===== src/sv/yuv2rgb_pkg.sv =====
// ----------------------------------------------------------------------------
// yuv2rgb_pkg
// Shared widths, fixed-point coefficients and stage-control type for the
// YUYV to RGB888 pixel-pair converter.
// ----------------------------------------------------------------------------
`default_nettype none

package yuv2rgb_pkg;

    // Field widths
    localparam int unsigned PIX_W    = 8;   // luma, chroma and RGB channel bytes
    localparam int unsigned DIFF_W   = 9;   // signed chroma difference, -128..127
    localparam int unsigned COEF_W   = 18;  // signed holder for unsigned Q1.16 coefs
    localparam int unsigned SUM_W    = 26;  // signed channel sum at 2^-16 resolution
    localparam int unsigned FRAC_W   = 16;  // fraction bits of the channel sum
    localparam int unsigned INT_W    = SUM_W - FRAC_W - 1; // integer bits above sign
    localparam int unsigned SCALED_W = 2 * PIX_W;          // channel times scale numerator

    // Coefficients, real value times 65536 rounded to nearest
    localparam logic signed [COEF_W-1:0] C_KR  = 18'sd89831;   // 1.370705
    localparam logic signed [COEF_W-1:0] C_KGV = 18'sd45744;   // 0.698001
    localparam logic signed [COEF_W-1:0] C_KGU = 18'sd22127;   // 0.337633
    localparam logic signed [COEF_W-1:0] C_KB  = 18'sd113538;  // 1.732446

    // Output scaling: floor(c * 220 / 256)
    localparam logic [PIX_W-1:0] C_CHAN_MAX  = 8'd255;
    localparam logic [PIX_W-1:0] C_SCALE_NUM = 8'd220;

    // Per-stage advance enables, handed from the top level to the datapath
    typedef struct packed {
        logic s1;
        logic s2;
        logic s3;
    } t_stage_en;

endpackage : yuv2rgb_pkg

`default_nettype wire


===== src/sv/yuv2rgb_chroma_mul.sv =====
// ----------------------------------------------------------------------------
// yuv2rgb_chroma_mul
// First pipeline stage: removes the chroma offset and forms the four
// chroma products that both pixels of a pair share.
// ----------------------------------------------------------------------------
`default_nettype none

module yuv2rgb_chroma_mul
    import yuv2rgb_pkg::*;
(
    input  wire                           i_clk,
    input  wire                           i_en,
    input  wire  [PIX_W-1:0]              i_chroma_blue,
    input  wire  [PIX_W-1:0]              i_chroma_red,
    output logic signed [SUM_W-1:0]       o_prod_r,
    output logic signed [SUM_W-1:0]       o_prod_gv,
    output logic signed [SUM_W-1:0]       o_prod_gu,
    output logic signed [SUM_W-1:0]       o_prod_b
);

    logic signed [DIFF_W-1:0] du;
    logic signed [DIFF_W-1:0] dv;
    logic signed [SUM_W-1:0]  n_prod_r;
    logic signed [SUM_W-1:0]  n_prod_gv;
    logic signed [SUM_W-1:0]  n_prod_gu;
    logic signed [SUM_W-1:0]  n_prod_b;
    logic signed [SUM_W-1:0]  r_prod_r;
    logic signed [SUM_W-1:0]  r_prod_gv;
    logic signed [SUM_W-1:0]  r_prod_gu;
    logic signed [SUM_W-1:0]  r_prod_b;

    // Offset removal: x - 128 is the byte with its top bit flipped, read signed
    assign du = DIFF_W'(signed'({~i_chroma_blue[PIX_W-1], i_chroma_blue[PIX_W-2:0]}));
    assign dv = DIFF_W'(signed'({~i_chroma_red[PIX_W-1],  i_chroma_red[PIX_W-2:0]}));

    // Four constant multiplies, 18 x 9 bits each
    always_comb begin
        n_prod_r  = SUM_W'(C_KR)  * SUM_W'(dv);
        n_prod_gv = SUM_W'(C_KGV) * SUM_W'(dv);
        n_prod_gu = SUM_W'(C_KGU) * SUM_W'(du);
        n_prod_b  = SUM_W'(C_KB)  * SUM_W'(du);
    end

    always_ff @(posedge i_clk) begin
        if (i_en) begin
            r_prod_r  <= n_prod_r;
            r_prod_gv <= n_prod_gv;
            r_prod_gu <= n_prod_gu;
            r_prod_b  <= n_prod_b;
        end
    end

    assign o_prod_r  = r_prod_r;
    assign o_prod_gv = r_prod_gv;
    assign o_prod_gu = r_prod_gu;
    assign o_prod_b  = r_prod_b;

endmodule : yuv2rgb_chroma_mul

`default_nettype wire


===== src/sv/yuv2rgb_pixel.sv =====
// ----------------------------------------------------------------------------
// yuv2rgb_pixel
// Datapath for one pixel: luma capture, channel sums, then clamp to 0..255
// and scale by 220/256 into the output registers.
// ----------------------------------------------------------------------------
`default_nettype none

module yuv2rgb_pixel
    import yuv2rgb_pkg::*;
(
    input  wire                           i_clk,
    input  wire  t_stage_en               i_en,
    input  wire  [PIX_W-1:0]              i_luma,
    input  wire  signed [SUM_W-1:0]       i_prod_r,
    input  wire  signed [SUM_W-1:0]       i_prod_gv,
    input  wire  signed [SUM_W-1:0]       i_prod_gu,
    input  wire  signed [SUM_W-1:0]       i_prod_b,
    output logic [PIX_W-1:0]              o_red,
    output logic [PIX_W-1:0]              o_green,
    output logic [PIX_W-1:0]              o_blue
);

    logic [PIX_W-1:0]        r_luma;
    logic signed [SUM_W-1:0] luma_scaled;
    logic signed [SUM_W-1:0] n_sum_r;
    logic signed [SUM_W-1:0] n_sum_g;
    logic signed [SUM_W-1:0] n_sum_b;
    logic signed [SUM_W-1:0] r_sum_r;
    logic signed [SUM_W-1:0] r_sum_g;
    logic signed [SUM_W-1:0] r_sum_b;
    logic [PIX_W-1:0]        n_red;
    logic [PIX_W-1:0]        n_green;
    logic [PIX_W-1:0]        n_blue;
    logic [PIX_W-1:0]        r_red;
    logic [PIX_W-1:0]        r_green;
    logic [PIX_W-1:0]        r_blue;

    // Clamp a Q.16 sum to 0..255 (negative gives 0), then floor(c * 220 / 256)
    function automatic logic [PIX_W-1:0] chan_scale(input logic signed [SUM_W-1:0] sum);
        logic [INT_W-1:0]    whole;
        logic [PIX_W-1:0]    chan;
        logic [SCALED_W-1:0] scaled;
        whole = sum[SUM_W-2:FRAC_W];
        if (sum[SUM_W-1]) begin
            chan = '0;
        end else if (whole > INT_W'(C_CHAN_MAX)) begin
            chan = C_CHAN_MAX;
        end else begin
            chan = whole[PIX_W-1:0];
        end
        scaled = SCALED_W'(chan) * SCALED_W'(C_SCALE_NUM);
        return scaled[SCALED_W-1:PIX_W];
    endfunction

    // Stage 1: luma waits alongside the chroma products
    always_ff @(posedge i_clk) begin
        if (i_en.s1) begin
            r_luma <= i_luma;
        end
    end

    // Stage 2: channel sums
    assign luma_scaled = signed'({2'b00, r_luma, {FRAC_W{1'b0}}});

    always_comb begin
        n_sum_r = luma_scaled + i_prod_r;
        n_sum_g = luma_scaled - i_prod_gv - i_prod_gu;
        n_sum_b = luma_scaled + i_prod_b;
    end

    always_ff @(posedge i_clk) begin
        if (i_en.s2) begin
            r_sum_r <= n_sum_r;
            r_sum_g <= n_sum_g;
            r_sum_b <= n_sum_b;
        end
    end

    // Stage 3: clamp and scale into the output registers
    always_comb begin
        n_red   = chan_scale(r_sum_r);
        n_green = chan_scale(r_sum_g);
        n_blue  = chan_scale(r_sum_b);
    end

    always_ff @(posedge i_clk) begin
        if (i_en.s3) begin
            r_red   <= n_red;
            r_green <= n_green;
            r_blue  <= n_blue;
        end
    end

    assign o_red   = r_red;
    assign o_green = r_green;
    assign o_blue  = r_blue;

endmodule : yuv2rgb_pixel

`default_nettype wire


===== src/sv/yuyv_to_rgb888_converter.sv =====
// ----------------------------------------------------------------------------
// yuyv_to_rgb888_converter
// YUYV 4:2:2 group to two RGB888 pixels, scaled to 0..219 per channel.
//
// Input channel: one beat carries a packed group (first luma, blue chroma,
// second luma, red chroma) and a frame-end flag; it is taken on a clock edge
// with i_valid high and o_stall low. Output channel: one beat carries both
// pixels and the copied flag; it is taken with o_valid high and i_stall low.
// Three register stages: chroma products, channel sums, clamp and scale.
// A taken beat passes the chroma-product, channel-sum and output registers
// in that order before it is presented. Throughput is one group per clock
// while i_stall stays low; every stage holds its own valid bit and fills
// its slot whenever it is empty or the next stage moves on.
// A stalled receiver holds the output beat steady; upstream stages keep
// filling bubbles, and o_stall rises only once every stage holds a beat.
// The synchronous active-low reset empties the pipeline; no beat is
// presented until new input arrives.
// ----------------------------------------------------------------------------
`default_nettype none

module yuyv_to_rgb888_converter
    import yuv2rgb_pkg::*;
(
    input  wire                  i_clk,
    input  wire                  i_rst_n,
    // Input beat
    input  wire                  i_valid,
    output logic                 o_stall,
    input  wire  [PIX_W-1:0]     i_luma_first,
    input  wire  [PIX_W-1:0]     i_chroma_blue,
    input  wire  [PIX_W-1:0]     i_luma_second,
    input  wire  [PIX_W-1:0]     i_chroma_red,
    input  wire                  i_frame_end,
    // Output beat
    output logic                 o_valid,
    input  wire                  i_stall,
    output logic [PIX_W-1:0]     o_red_first,
    output logic [PIX_W-1:0]     o_green_first,
    output logic [PIX_W-1:0]     o_blue_first,
    output logic [PIX_W-1:0]     o_red_second,
    output logic [PIX_W-1:0]     o_green_second,
    output logic [PIX_W-1:0]     o_blue_second,
    output logic                 o_frame_end_out
);

    t_stage_en               stage_en;
    logic                    r_valid_s1;
    logic                    r_valid_s2;
    logic                    r_valid_s3;
    logic                    r_frame_end_s1;
    logic                    r_frame_end_s2;
    logic                    r_frame_end_s3;
    logic signed [SUM_W-1:0] prod_r;
    logic signed [SUM_W-1:0] prod_gv;
    logic signed [SUM_W-1:0] prod_gu;
    logic signed [SUM_W-1:0] prod_b;

    // A stage loads when it is empty or its contents move on
    always_comb begin
        stage_en.s3 = !r_valid_s3 || !i_stall;
        stage_en.s2 = !r_valid_s2 || stage_en.s3;
        stage_en.s1 = !r_valid_s1 || stage_en.s2;
    end

    assign o_stall = !stage_en.s1;

    // Valid bits
    always_ff @(posedge i_clk) begin
        if (!i_rst_n) begin
            r_valid_s1 <= 1'b0;
            r_valid_s2 <= 1'b0;
            r_valid_s3 <= 1'b0;
        end else begin
            if (stage_en.s1) r_valid_s1 <= i_valid;
            if (stage_en.s2) r_valid_s2 <= r_valid_s1;
            if (stage_en.s3) r_valid_s3 <= r_valid_s2;
        end
    end

    // Frame-end flag rides along with the data
    always_ff @(posedge i_clk) begin
        if (stage_en.s1) r_frame_end_s1 <= i_frame_end;
        if (stage_en.s2) r_frame_end_s2 <= r_frame_end_s1;
        if (stage_en.s3) r_frame_end_s3 <= r_frame_end_s2;
    end

    // Shared chroma products
    yuv2rgb_chroma_mul u_chroma_mul (
        .i_clk         (i_clk),
        .i_en          (stage_en.s1),
        .i_chroma_blue (i_chroma_blue),
        .i_chroma_red  (i_chroma_red),
        .o_prod_r      (prod_r),
        .o_prod_gv     (prod_gv),
        .o_prod_gu     (prod_gu),
        .o_prod_b      (prod_b)
    );

    // First pixel
    yuv2rgb_pixel u_pixel_first (
        .i_clk     (i_clk),
        .i_en      (stage_en),
        .i_luma    (i_luma_first),
        .i_prod_r  (prod_r),
        .i_prod_gv (prod_gv),
        .i_prod_gu (prod_gu),
        .i_prod_b  (prod_b),
        .o_red     (o_red_first),
        .o_green   (o_green_first),
        .o_blue    (o_blue_first)
    );

    // Second pixel
    yuv2rgb_pixel u_pixel_second (
        .i_clk     (i_clk),
        .i_en      (stage_en),
        .i_luma    (i_luma_second),
        .i_prod_r  (prod_r),
        .i_prod_gv (prod_gv),
        .i_prod_gu (prod_gu),
        .i_prod_b  (prod_b),
        .o_red     (o_red_second),
        .o_green   (o_green_second),
        .o_blue    (o_blue_second)
    );

    assign o_valid         = r_valid_s3;
    assign o_frame_end_out = r_frame_end_s3;

endmodule : yuyv_to_rgb888_converter

`default_nettype wire

===== config.mk =====
export PLATFORM = sky130hd
export DESIGN_NAME = yuyv_to_rgb888_converter
export DESIGN_NICKNAME = d
export VERILOG_FILES = /design/src/sv/yuv2rgb_pkg.sv /design/src/sv/yuv2rgb_chroma_mul.sv /design/src/sv/yuv2rgb_pixel.sv /design/src/sv/yuyv_to_rgb888_converter.sv
export SDC_FILE = /design/constraint.sdc
export NUM_CORES = 1
export LEC_CHECK = 0
export BUFFER_PORTS_ARGS = -buffer_cell sky130_fd_sc_hd__clkbuf_2
export CORE_UTILIZATION = 65
export CTS_CLUSTER_DIAMETER = 120
export DETAILED_ROUTE_END_ITERATION = 8
export GPL_TIMING_DRIVEN = 1
export PLACE_DENSITY_LB_ADDON = 0.05
export SLEW_MARGIN = 0
export SYNTH_ARGS = -nofsm -noshare
export SYNTH_HDL_FRONTEND = slang
export SYNTH_SLANG_ARGS = --single-unit

===== constraint.sdc =====
create_clock -name i_clk -period 9.5 [get_ports i_clk]
set_input_delay 1.9 -clock i_clk [delete_from_list [all_inputs] [get_ports i_clk]]
set_output_delay 1.9 -clock i_clk [all_outputs]
set_load 0.1 [all_outputs]

==> run metrics <==
depth of the CTS H-tree 4; cts hold-fix bufs 0; DR iter-0 viols 678; number of synthesized flops with an enable pin 192; Max stage delay on crit path 570 ps; status finished clean; Layout area overhead 6.82%; total number of vias 14,800; met2 usage in global routing 46.2%; chip width 188 um; CP Buf/Inv Count 5; CTS tree built; syn_nets 2,854; Final Cycle Share 66.0%; chip height 188 um; core box area 0.0338 sq mm; Slew headroom 32.5%; Yosys top cell by area edfxtp_1; top post-synthesis cells by area edfxtp_1 (26%), ha_1 (24%), fa_1 (20%); DPL Wire Length 36.4 mm; kind of critical path in -> reg; gpl congestion 0.917; Crit. End Element register; CP max stage cell fa_1; most used routing layer met2; skew final 20.0 ps; Post-Route Setup TNS 0 ps; top cell family by delay on the critical path adder cells; # diodes 0; post-layout min period 6270 ps; clock latency on the worst-skew pair 460 ps; Synth Area per Inst 10.4 sq um; unrepaired setup endpoints after global routing no; Worst-path clk slew 80 ps; drt pass-1 iters 5; post-CTS setup buffers 0; root buf cell clkbuf_16; hold wc startpoint r_frame_end_s2; Post-Route WL 43.5 mm; CTS resizes 0; largest net degree at the start of global routing 81; Hold WC Path Type reg -> reg; met1 usage 33.7%; input/output buffers 87; Yosys top cell area share 25.6%; CP cell instances clkbuf_2 > inv_1 > fa_1 > inv_1 > fa_1 > fa_1 > inv_1 > fa_1 > inv_1 > ha_1 > o21a_1 > o21a_1 > o211ai_1 > a2111oi_1 > o21a_1 > o21ai_1 > a21o_1 > and2_1; share of cells above drive strength 1 7.10%; Num Clock Sinks 195; arrival time at the worst endpoint 6460 ps; Syn. warnings 0; Final nets 2,947; CP required 9700 ps; Critical Path Source i_chroma_blue[6]; Routed Antenna Nets 0; register area share after synthesis 25.9%; met3 usage 3.01%; average wire per standard cell 16.0 um; Synth async-reset ratio 0%; Congestion Overflow GR 0; CP Launch Type input port; antenna violations before repair 0; Max Slew Vio Count 0; initial core utilization 66.7%; max cap viols 0; Max Clock Freq 160 MHz; Slew @ Worst Pin 1010 ps; Yosys reg bits 195; Residual DRC 0; worst-path maximum fanout 6; Synth cell types 69; most used flip-flop cell after synthesis edfxtp_1; Crit Reg-Reg Startpoint u_pixel_first.r_sum_b[25]; Final Hold Viols 0; die area 0.0354 sq mm; GRT Total Usage 26.3%; Syn Inst Count 2,161; Num CTS Buffers 17; Synth Cell Area 0.0225 sq mm; vias in the first global route 15,600; Setup Viol. Count Final 0; first-pass GRT wire length 74.0 mm; Vias/cell 5.45; buffers from clock root to sink, at most 2; row cnt 67; IO Pins 88
-- flip-flops by register name, summed over array words and instances (netlist names), 10 cells and up --
signal and cells:
u_chroma_mul.o_prod_gu 24, u_chroma_mul.o_prod_gv 19, u_chroma_mul.o_prod_r 12, u_chroma_mul.o_prod_b 10, u_pixel_first.r_sum_b 10, u_pixel_first.r_sum_g 10, u_pixel_first.r_sum_r 10, u_pixel_second.r_sum_b 10
u_pixel_second.r_sum_g 10, u_pixel_second.r_sum_r 10
-- routing by layer --
layer | up-vias | part of all wire (%)
met3 | 59 | 2.8
met5 | - | 0
li1 | 7339 | -
met1 | 7154 | 45
met2 | 238 | 50
met4 | 0 | 2.3
-- placed cells by master, fill, tap and decap left out, drive strengths merged, types with 7 or more instances in the layout --
cell type | Yosys | final
o21bai | 16 | 16
a21oi | 75 | 75
edfxtp | 192 | 192
inv | 486 | 487
fa | 222 | 222
nand2 | 44 | 44
a21o | 38 | 38
a21boi | 10 | 10
o211ai | 8 | 8
or2 | 21 | 21
nor3 | 43 | 43
nand2b | 9 | 9
ha | 434 | 434
o21a | 40 | 40
xor2 | 30 | 30
o31a | 10 | 10
o21ai | 46 | 46
a31oi | 9 | 9
o41ai | 7 | 7
nor2b | 20 | 20
clkbuf | 15 | 110
nor2 | 206 | 206
xnor2 | 93 | 93
nand3 | 11 | 11
-- synthesized netlist by cell type, drive strengths merged, types with 6 or more instances --
cell and count:
nand2 44, clkbuf 15, fa 222, nand3 11, a21oi 75, o21ai 46, o21bai 16, nand2b 9
a31oi 9, o21a 40, a21boi 10, and3 6, a21o 38, o211ai 8, o41ai 7, o31a 10
edfxtp 192, or2 21, xnor2 93, nor2 206, nor3 43, a211oi 6, xor2 30, ha 434
nor2b 20, inv 486
-- metrics by stage --
step                cell area, sq um  worst slack [ps]  std cells  hold slack, ps  util (%)
detailed placement             23500              2770       2683             411      69.5
global route                   24100              2950       2715             439      71.2
CTS                            24100              3230       2715             419      71.2
finish                         24100              3230       2715             424      71.2
floorplan                      22500              2600       2161             400         -
global placement               23500              2870       2683             405      69.5
-- kinds of logic (layout without fill, tap and decap cells) --
kind of cell	count (synthesis)	after routing	share of synthesized area (%)
buffers and inverters	503	609	8.38
AO/OA/AOI/OAI	297	297	9.25
AND/OR/NAND/NOR	387	387	7.86
XOR/XNOR	123	123	4.78
flip-flops	195	195	25.9
adder cells (fa/ha/maj)	656	656	43.9
-- area by class of cell --
class	count	area, sq um
clock buffer	23	458
clock inverter	9	109
fill	2496	9730
inverter	487	1830
multi-input combinational	1463	14800
sequential	195	5830
tap	448	561
timing repair buffer	90	458
-- final timing paths --
path / depth (start not counted) / slack (ps) / to
worst min register to register: 0 / 420 / o_frame_end_out
worst max register to register: 13 / 4960 / u_pixel_first.o_blue[7]
worst max-delay path: 18 / 3230 / u_chroma_mul.o_prod_b[25]
worst min-delay path: 0 / 420 / o_frame_end_out
Power is left out: the tool's default activity adds up to more than one toggle a clock period on the data nets, which glitch-free logic cannot reach.
